==> src/hw/rtl/dtt_pkg.sv <==
package dtt_pkg;

  localparam int NumStates  = 8;
  localparam int NumSymbols = 8;

  localparam int StateW = 3;
  localparam int SymW   = 3;
  localparam int ThrW   = 16;
  localparam int RunW   = 17;
  localparam int CountW = 32;

  // range limits one bit wider than the fields they guard
  localparam logic [StateW:0] StateLimit = (StateW + 1)'(NumStates);
  localparam logic [SymW:0]   SymLimit   = (SymW + 1)'(NumSymbols);

  localparam logic [RunW-1:0]   RunMax   = '1;
  localparam logic [CountW-1:0] CountMax = '1;

  typedef enum logic [1:0] {
    OpFeed  = 2'd0,
    OpWrite = 2'd1,
    OpClear = 2'd2,
    OpNone  = 2'd3
  } op_e;

  // one table entry: threshold and next state for a (state, symbol) pair
  typedef struct packed {
    logic [ThrW-1:0]   thr;
    logic [StateW-1:0] nxt;
  } entry_t;

  // one memory word: the entries of every state for one symbol
  typedef entry_t [NumStates-1:0] row_t;

  typedef struct packed {
    logic [StateW-1:0] present;
    logic [SymW-1:0]   last_sym;
    logic [RunW-1:0]   run;
    logic [CountW-1:0] dwell;
    logic [CountW-1:0] prior;
  } fsm_t;

endpackage

==> src/hw/rtl/dwell_threshold_table_fsm_unit.sv <==
// pipeline: the memory read is registered at the item transfer, then the state
//   update is registered into the output register when stage one advances
// throughput: one item per cycle while results drain; the table is read by symbol so
//   the row is fetched before the present state is known, and the state lane is picked late
// reset: control state, present state and all counters clear at once; the table holds
//   no reset value, and the user must only read entries written before (not enforced)
module dwell_threshold_table_fsm_unit (
  input  logic        clk_i,
  input  logic        rst_ni,
  input  logic        in_valid_i,
  output logic        in_ready_o,
  input  logic [1:0]  op_i,
  input  logic [2:0]  symbol_i,
  input  logic [2:0]  table_state_i,
  input  logic [15:0] threshold_value_i,
  input  logic [2:0]  next_state_value_i,
  output logic        out_valid_o,
  input  logic        out_ready_i,
  output logic [2:0]  current_state_o,
  output logic [31:0] state_count_o,
  output logic [31:0] previous_state_count_o
);

  // handshake bookkeeping
  logic in_xfer;
  logic s1_adv;
  logic s1_valid_q, s1_valid_d;
  logic out_valid_q, out_valid_d;

  // item held during the memory read
  dtt_pkg::op_e              s1_op_q;
  logic [dtt_pkg::SymW-1:0]  s1_sym_q;

  // architectural state and output register
  dtt_pkg::fsm_t fsm_q, fsm_d;
  dtt_pkg::fsm_t res_q;

  // table access
  logic            wr_en;
  dtt_pkg::entry_t wr_data;
  dtt_pkg::row_t   rd_row;

  // stage one moves on when the output register is empty or being drained
  assign s1_adv     = s1_valid_q && (!out_valid_q || out_ready_i);
  assign in_ready_o = !s1_valid_q || s1_adv;
  assign in_xfer    = in_valid_i && in_ready_o;

  // table writes land at transfer time, so a later feed item reads them
  // through the normal read path with no forwarding needed
  assign wr_en = in_xfer && (dtt_pkg::op_e'(op_i) == dtt_pkg::OpWrite)
                 && ({1'b0, symbol_i} < dtt_pkg::SymLimit)
                 && ({1'b0, table_state_i} < dtt_pkg::StateLimit)
                 && ({1'b0, next_state_value_i} < dtt_pkg::StateLimit);
  assign wr_data.thr = threshold_value_i;
  assign wr_data.nxt = next_state_value_i;

  dtt_table_mem u_mem (
    .clk_i     (clk_i),
    .wr_en_i   (wr_en),
    .wr_col_i  (symbol_i),
    .wr_row_i  (table_state_i),
    .wr_data_i (wr_data),
    .rd_en_i   (in_xfer),
    .rd_col_i  (symbol_i),
    .rd_data_o (rd_row)
  );

  // run, dwell and transition update on the fetched row
  dtt_update u_upd (
    .op_i  (s1_op_q),
    .sym_i (s1_sym_q),
    .row_i (rd_row),
    .cur_i (fsm_q),
    .nxt_o (fsm_d)
  );

  always_comb begin
    s1_valid_d = s1_valid_q;
    if (s1_adv) s1_valid_d = 1'b0;
    if (in_xfer) s1_valid_d = 1'b1;
    out_valid_d = out_valid_q;
    if (out_ready_i) out_valid_d = 1'b0;
    if (s1_adv) out_valid_d = 1'b1;
  end

  always_ff @(posedge clk_i or negedge rst_ni) begin
    if (!rst_ni) begin
      s1_valid_q  <= 1'b0;
      out_valid_q <= 1'b0;
      fsm_q       <= '0;
    end else begin
      s1_valid_q  <= s1_valid_d;
      out_valid_q <= out_valid_d;
      if (s1_adv) fsm_q <= fsm_d;
    end
  end

  // payload registers
  always_ff @(posedge clk_i) begin
    if (in_xfer) begin
      s1_op_q  <= dtt_pkg::op_e'(op_i);
      s1_sym_q <= symbol_i;
    end
    if (s1_adv) res_q <= fsm_d;
  end

  assign out_valid_o            = out_valid_q;
  assign current_state_o        = res_q.present;
  assign state_count_o          = res_q.dwell;
  assign previous_state_count_o = res_q.prior;

endmodule

==> src/hw/rtl/dtt_table_mem.sv <==
module dtt_table_mem (
  input  logic                        clk_i,
  input  logic                        wr_en_i,
  input  logic [dtt_pkg::SymW-1:0]    wr_col_i,
  input  logic [dtt_pkg::StateW-1:0]  wr_row_i,
  input  dtt_pkg::entry_t             wr_data_i,
  input  logic                        rd_en_i,
  input  logic [dtt_pkg::SymW-1:0]    rd_col_i,
  output dtt_pkg::row_t               rd_data_o
);

  // word per symbol, lane per source state
  dtt_pkg::row_t mem_q [dtt_pkg::NumSymbols];
  dtt_pkg::row_t rd_q;

  always_ff @(posedge clk_i) begin
    if (wr_en_i) begin
      mem_q[wr_col_i][wr_row_i] <= wr_data_i;
    end
  end

  always_ff @(posedge clk_i) begin
    if (rd_en_i) begin
      rd_q <= mem_q[rd_col_i];
    end
  end

  assign rd_data_o = rd_q;

endmodule

==> src/hw/rtl/dtt_update.sv <==
module dtt_update (
  input  dtt_pkg::op_e              op_i,
  input  logic [dtt_pkg::SymW-1:0]  sym_i,
  input  dtt_pkg::row_t             row_i,
  input  dtt_pkg::fsm_t             cur_i,
  output dtt_pkg::fsm_t             nxt_o
);

  logic [dtt_pkg::RunW-1:0]   run_n;
  logic [dtt_pkg::CountW-1:0] dwell_n;
  dtt_pkg::entry_t            entry;

  always_comb begin
    nxt_o   = cur_i;
    run_n   = cur_i.run;
    dwell_n = cur_i.dwell;
    entry   = row_i[cur_i.present];
    case (op_i)
      dtt_pkg::OpFeed: begin
        if ({1'b0, sym_i} < dtt_pkg::SymLimit) begin
          if (sym_i == cur_i.last_sym) begin
            if (cur_i.run != dtt_pkg::RunMax) run_n = cur_i.run + 1'b1;
          end else begin
            run_n = dtt_pkg::RunW'(1);
          end
          if (cur_i.dwell != dtt_pkg::CountMax) dwell_n = cur_i.dwell + 1'b1;
          nxt_o.last_sym = sym_i;
          nxt_o.run      = run_n;
          nxt_o.dwell    = dwell_n;
          if (run_n > {1'b0, entry.thr}) begin
            // threshold exceeded: move, a real change also rolls the dwell
            if (entry.nxt != cur_i.present) begin
              nxt_o.prior = (dwell_n >= dtt_pkg::CountW'(run_n)) ?
                            dwell_n - dtt_pkg::CountW'(run_n) : '0;
              nxt_o.dwell = dtt_pkg::CountW'(run_n);
            end
            nxt_o.present = entry.nxt;
            nxt_o.run     = dtt_pkg::RunW'(1);
          end
        end
      end
      dtt_pkg::OpClear: begin
        nxt_o = '0;
      end
      default: begin
        nxt_o = cur_i;
      end
    endcase
  end

endmodule

==> config.mk <==
export PLATFORM = sky130hd
export DESIGN_NAME = dwell_threshold_table_fsm_unit
export DESIGN_NICKNAME = d
export VERILOG_FILES = /design/src/hw/rtl/dtt_pkg.sv /design/src/hw/rtl/dwell_threshold_table_fsm_unit.sv /design/src/hw/rtl/dtt_table_mem.sv /design/src/hw/rtl/dtt_update.sv
export SDC_FILE = /design/constraint.sdc
export NUM_CORES = 1
export LEC_CHECK = 0
export BUFFER_PORTS_ARGS = -buffer_cell sky130_fd_sc_hd__buf_2
export CORE_MARGIN = 1.5
export CORE_UTILIZATION = 55
export DETAILED_ROUTE_END_ITERATION = 7
export PLACE_DENSITY = 0.71
export SLEW_MARGIN = 20
export SYNTH_ARGS = -nofsm -noshare
export SYNTH_HDL_FRONTEND = slang
export SYNTH_SLANG_ARGS = --single-unit
==> constraint.sdc <==
create_clock -name clk_i -period 7.6 [get_ports clk_i]
set_input_delay 1.14 -clock clk_i [delete_from_list [all_inputs] [get_ports clk_i]]
set_output_delay 1.14 -clock clk_i [all_outputs]
set_load 0.01 [all_outputs]
# Word-level counts from Yosys, hierarchy flattened
# Memories as Yosys holds them, arrays and structs flattened. A register that Yosys moved wholly into a read port is not among the register bits.
# Cells that the tools add are included.
# W data, S select, Z words.
word_totals:
  register_bits: 161
  mem_bits_rw: 1216
  in_bits: 31
  out_inout_bits: 69
  wordCells: 60
  n_memories: 1
op_classes:
  n_addsub: 3
  order_cmp: 5
  n_eq_ne: 6
  muxes: 20
  reduce_logical: 13
mem_list:
  columns: ["name", "depth", "word_bits", "rd", "rd_clocked_by_memory_dff", "wr", "line_no", "text"]
  rows:
  - ["u_mem.mem_q", 8, 152, 1, 1, 1, "dtt_table_mem.sv:13", "dtt_pkg::row_t mem_q [dtt_pkg::NumSymbols];"]
op_table:
  columns: ["cell", "n"]
  rows:
  - ["$pmux W87 S2", 1]
  - ["$mux W152", 1]
  - ["$mux W32", 3]
  - ["$mux W81", 1]
  - ["$mux W64", 1]
  - ["$bmux W19 S3", 1]
  - ["$demux W19 S3", 1]
  - ["$mux W17", 3]
  - ["$mux W19", 2]
  - ["$add A32 B1 Y32 const B", 1]
  - ["$ge A32 B17 Y1", 1]
  - ["$ne A32 B32 Y1 const B", 1]
  - ["$sub A32 B17 Y32", 1]
  - ["$add A17 B1 Y17 const B", 1]
  - ["$gt A17 B16 Y1", 1]
  - ["$ne A17 B17 Y1 const B", 1]
  - ["$lt A3 B4 Y1 const B", 2]
  - ["$reduce_bool A2 Y1", 3]
  - ["$mux W1", 5]
  - ["$logic_and A1 B1 Y1", 4]
  - ["$eq A3 B3 Y1", 1]
  - ["$ge A3 B1 Y1 const B", 1]
  - ["$mux W3", 1]
  - ["$ne A3 B3 Y1", 1]
  - ["other kinds (6)", 8]

# Logic depth before layout (Yosys ltp)
logic_depth:
  depth_word: 9
  depth_mapped: 21
  depth_no_buf: 17

# Hierarchy
# A second synthesis with hierarchy kept.
unflattened:
  hier_cells: 3003
  area_unflattened_um2: 61856.8
by_module_without_submodules:
  columns: ["module", "n_inst", "cells_each", "area_each_um2"]
  rows:
  - ["dtt_table_mem", 1, 2004, 50942.6]
  - ["dwell_threshold_table_fsm_unit", 1, 265, 5567.8]
  - ["dtt_update", 1, 734, 5346.4]

# Worst setup path before layout
# OpenSTA, ideal clock, no wires.
synth_timing:
  path_kind: "input to register"
  start: "input out_ready_i"
  end: "memory u_mem.mem_q[0][38] (netlist name), enable pin"
  t_arrival_ns: 6.715
  path_slack_ns: 0.490
  path_stages: 6
  cell_sequence: "nand3b_1 > and2_1 > nand3b_1 > nor2_1 > nand3b_1 > nor2_1"
synth_between:
  elab_chain_cells: 7
synth_lines:
  columns: ["element", "line_no", "text"]
  rows:
  - ["start: declaration", "dwell_threshold_table_fsm_unit.sv:18", "input logic out_ready_i,"]
  - ["$logic_or A1 B1 Y1", "dwell_threshold_table_fsm_unit.sv:44", "assign s1_adv = s1_valid_q && (!out_valid_q || out_ready_i);"]
  - ["$logic_and A1 B1 Y1", "dwell_threshold_table_fsm_unit.sv:44", null]
  - ["$logic_or A1 B1 Y1", "dwell_threshold_table_fsm_unit.sv:45", "assign in_ready_o = !s1_valid_q || s1_adv;"]
  - ["$logic_and A1 B1 Y1", "dwell_threshold_table_fsm_unit.sv:46", "assign in_xfer = in_valid_i && in_ready_o;"]
  - ["net in_xfer", "dwell_threshold_table_fsm_unit.sv:25", "logic in_xfer;"]
  - ["$logic_and A1 B1 Y1", "dwell_threshold_table_fsm_unit.sv:50", "assign wr_en = in_xfer && (dtt_pkg::op_e'(op_i) == dtt_pkg::OpWrite)"]
  - ["$mux W1", "dtt_table_mem.sv:17", "if (wr_en_i) begin"]
  - ["$mux W152 (not written as such)", "dtt_table_mem.sv:18", "mem_q[wr_col_i][wr_row_i] <= wr_data_i;"]
  - ["end: declaration", "dtt_table_mem.sv:13", null]
# The timed path passes the listed nets, and every way through them passes these cells.

==> impl_summary.md <==
Status
The flow ran to the end, and the final reports show no timing, DRC or antenna violations.

Cells and area
The growth of design area from synthesis to finish is 12.6%. The number of non-filler instances in the completed layout is 5092. The final layout net count is 3645. The design area is 65600 µm². In the final layout, the share of cells above drive strength 1 is 15.5%.

Floorplan
The boundary pin count is 100. In this run the horizontal extent of the chip is 329 µm. The die covers 108000 µm².

For this configuration, the core starts out at a cell density of 55.4%. The number of rows created at floorplan is 119. The die is 329 µm tall. The region available for standard cell placement spans 105000 µm².

STA
For this run, the top clock speed supported by timing is 178 MHz. Subtracting the final worst setup slack from the clock period gives 5610 ps. The tightest hold path in the finished design has a slack of 257 ps. The number of setup violations in the final report is 0. The count of pins over their slew limit is 0. Headroom to the max-slew limit came out at 23.3%. The actual slew at the worst max-slew pin is 1150 ps. Clock skew on the completed layout was measured at 31.3 ps.

Setup repair after global routing left no endpoint under its margin. The hold violation total from the final report came to 0. In the finished design, the share of the clock period the worst path needs comes to 73.8%. The worst setup margin is 1990 ps. The setup TNS is 0 ps.

Clock network
The latest clock arrival within the worst-skew pair is 770 ps. Buffers inserted during clock tree synthesis total 149. The clock net sink count is 1529.

The hold-fix buffer count after cts is 0. TritonCTS built the clock tree. The buffer cell driving the clock tree root is sky130_fd_sc_hd__clkbuf_16.

Gates resized during post-CTS repair numbered 0. No sink is reached through more buffers than the 3 on the longest clock path. The post-CTS repair timing setup buffer count is 0. After clock tree synthesis, the clock-pin slew on the worst setup and hold paths is 60 ps. In this run the number of H-tree levels came out at 4.

Synthesis
When the netlist entered floorplanning its net count stood at 3490. The commonest cells after synthesis are sky130_fd_sc_hd__edfxtp_1, sky130_fd_sc_hd__a22oi_1, sky130_fd_sc_hd__clkbuf_1. After technology mapping, the gate count stands at 3423. The average cell area after synthesis is 17.0 µm². Of the post-synthesis cell area, the dominant cell type holds 74.2%.

During synthesis, Yosys emitted a total of 0 warnings. The cell area after technology mapping is 58300 µm². The number of distinct library cells after synthesis is 74. The flip-flop cell with the highest count after synthesis is sky130_fd_sc_hd__edfxtp_1. The share of flip-flops with an asynchronous set or reset is 5.82%. The portion of the post-synthesis area used by sequential elements is 78.0%. In the post-synthesis netlist, the biggest area contributors are sky130_fd_sc_hd__edfxtp_1, sky130_fd_sc_hd__a22oi_1, sky130_fd_sc_hd__dfrtp_1, sky130_fd_sc_hd__nand4_1, sky130_fd_sc_hd__mux4_2. The largest area contributor in the synthesized netlist is sky130_fd_sc_hd__edfxtp_1. The number of flops mapped to enable cells by yosys is 1440. Among all cell types in the netlist, the one instantiated most often is sky130_fd_sc_hd__edfxtp_1. The flip-flop and latch count after synthesis is 1529.

Power
In this run, flip-flops and latches consume 53.2% of the power. The fraction of power consumed by the clock network is 40.9%. The switching share of total power is 22.2%. For this design the total switching power over the nets is 3.93 mW.

Internal power comes to 13.8 mW. The portion of total power attributed to combinational logic is 5.9%. Dividing total power by cell area gives a power density of 270 nW/µm².

The worst-case IR drop observed on VDD is 0.000256 V. The leakage component of the power is 21.3 nW.

Detailed routing
In this run the remaining antenna-violating nets after routing total 0. The number of vias per cell is 6.61. Before antenna repair, the detailed router went through 5 iterations. For this block, the routed nets add up to 151 mm of wire. The count of routing violations after the opening detailed-route iteration is 4359. The average wire per standard cell is 29.6 µm.

The count of vias placed by the detailed router is 33600. In the routed design, unresolved DRC markers number 0.

Global routing
The number of global-route vias before repair was 31600. The wire length of the first global-routing pass is 218 mm. The global route total overflow is 0. The largest net degree at the start of global routing is 110.

The number of antenna violations at the first check in global routing came to 10. The global router's overall resource usage is 27.9%.

Worst hold path
The min-delay analysis places its worst path in the category primary input to async pin.

Setup path
STA puts the critical path data arrival time at 6220 ps. The maximum fanout count along the critical path is 27. By startpoint and endpoint, the worst setup path is classified as register to register.

STA puts the critical path data required time at 8210 ps. STA classifies the critical path startpoint as a register. The worst setup path is captured at a register.

Placement
The count of input and output buffers is 99. The post-detailed-placement cell area is 60800 µm². The number of placed cells counting well taps is 4818. The HPWL after detailed placement is 82.8 mm. The final weighted congestion in routability-driven placement is 0.967.

The setup slack at placement is 2170 ps.

Flow run
The number of maximum-capacitance violations is 0.
[final timing paths]
path | slack, ps | start | endpoint | depth (start not counted)
max | 1990 | fsm_q[32]$_DFFE_PN0P_ | previous_state_count_o[16]$_DFFE_PP_ | 15
min | 260 | rst_ni | fsm_q[54]$_DFFE_PN0P_ | 1
max reg2reg | 1990 | fsm_q[32]$_DFFE_PN0P_ | previous_state_count_o[16]$_DFFE_PP_ | 15
min reg2reg | 490 | fsm_q[25]$_DFFE_PN0P_ | fsm_q[25]$_DFFE_PN0P_ | 1
max in group asynchronous | 6270 | rst_ni | fsm_q[84]$_DFFE_PN0P_ | 2
min in group clk_i | 490 | fsm_q[25]$_DFFE_PN0P_ | fsm_q[25]$_DFFE_PN0P_ | 1
[power groups by stage]
| stage | logic [mW] | registers (mW) | clock network [mW] |
|---|---|---|---|
| 2_1_floorplan | 0.571 | 9.57 | 0 |
| 3_3_place_gp | 1.02 | 9.61 | 0 |
| 3_5_place_dp | 1.03 | 9.61 | 0 |
| 4_1_cts | 1.04 | 9.43 | 7.29 |
| 5_1_grt | 1.12 | 9.44 | 7.61 |
| 6_report | 1.05 | 9.44 | 7.24 |
[metrics by stage]
| stage | util, % | total power, mW |
|---|---|---|
| 2_1_floorplan | - | 10.1 |
| 3_3_place_gp | 57.8 | 10.6 |
| 3_5_place_dp | 57.8 | 10.6 |
| 4_1_cts | 62.3 | 17.8 |
| 5_1_grt | 62.3 | 18.2 |
| 6_report | 62.3 | 17.7 |
[critical path: stages (launching register included)]
cell and delay (ps):
sky130_fd_sc_hd__dfrtp_1 470, sky130_fd_sc_hd__ha_1 280, sky130_fd_sc_hd__inv_1 100, sky130_fd_sc_hd__nor3_2 750, sky130_fd_sc_hd__nand3_1 390, sky130_fd_sc_hd__xnor2_1 240
sky130_fd_sc_hd__ha_1 240, sky130_fd_sc_hd__fa_1 460, sky130_fd_sc_hd__nor2b_1 120, sky130_fd_sc_hd__o21ai_0 130, sky130_fd_sc_hd__a21oi_1 310, sky130_fd_sc_hd__nor2_1 110
sky130_fd_sc_hd__o221ai_1 360, sky130_fd_sc_hd__o211a_1 290, sky130_fd_sc_hd__o311a_1 940, sky130_fd_sc_hd__a22o_1 270
[registers in the layout (all words and copies together), names as in the netlist]
signal	cells
current_state_o	3
fsm_q	87
out_valid_o	1
previous_state_count_o	32
s1_op_q	2
s1_sym_q	3
s1_valid_q	1
state_count_o	32
u_mem.mem_q	1216
u_mem.rd_data_o	152
[cells in the final DEF (no fill, tap or decap), types with 21 or more instances in the layout]
| cell | Yosys | layout |
|---|---|---|
| sky130_fd_sc_hd__nor2_1 | 124 | 58 |
| sky130_fd_sc_hd__clkinv_1 | 0 | 34 |
| sky130_fd_sc_hd__nand2_1 | 115 | 115 |
| sky130_fd_sc_hd__nor2_2 | 0 | 62 |
| sky130_fd_sc_hd__mux2i_1 | 34 | 34 |
| sky130_fd_sc_hd__dfrtp_1 | 89 | 87 |
| sky130_fd_sc_hd__clkbuf_1 | 177 | 25 |
| sky130_fd_sc_hd__inv_1 | 52 | 51 |
| sky130_fd_sc_hd__xnor2_1 | 50 | 50 |
| sky130_fd_sc_hd__a22oi_1 | 608 | 608 |
| sky130_fd_sc_hd__a21oi_1 | 47 | 47 |
| sky130_fd_sc_hd__mux4_2 | 38 | 38 |
| sky130_fd_sc_hd__ha_1 | 35 | 35 |
| sky130_fd_sc_hd__clkinv_2 | 0 | 28 |
| sky130_fd_sc_hd__nand4_1 | 173 | 173 |
| sky130_fd_sc_hd__clkbuf_16 | 0 | 155 |
| sky130_fd_sc_hd__a22o_1 | 76 | 76 |
| sky130_fd_sc_hd__o21ai_0 | 63 | 63 |
| sky130_fd_sc_hd__buf_4 | 2 | 112 |
| sky130_fd_sc_hd__edfxtp_1 | 1440 | 1440 |
| sky130_fd_sc_hd__buf_2 | 12 | 98 |
| sky130_fd_sc_hd__xor2_1 | 21 | 21 |
| sky130_fd_sc_hd__nand3_1 | 39 | 39 |
[cell families after synthesis]
group / Yosys count / share of synthesized area (%)
AO/OA/AOI/OAI: 885 / 11.2
XOR/XNOR: 71 / 1.07
adder cells (fa/ha/maj): 36 / 0.786
buffers and inverters: 263 / 1.79
flip-flops: 1529 / 78.0
multiplexers: 79 / 2.19
AND/OR/NAND/NOR: 560 / 5.00
[routing by layer]
metal | wire [µm] | vias to the layer above | GRT usage [%]
met2 | 71400 | 2048 | 43.6
met3 | 15800 | 265 | 4.68
met1 | 58900 | 17000 | 40.2
met4 | 4430 | 14 | 9.39
li1 | - | 14300 | -
met5 | 93 | - | 0
[layout make-up]
| class | instances | area, µm² |
|---|---|---|
| flip-flops and latches | 1529 | 45500 |
| clock buffers | 182 | 4000 |
| diodes | 2 | 5.00 |
| fillers | 7207 | 39600 |
| clock inverters | 90 | 778 |
| multi-input cells | 1631 | 12000 |
| inverters | 52 | 195 |
| well taps | 1391 | 1740 |
| repair buffers | 215 | 1420 |
No activity file was read; power rests on OpenSTA's default activity.
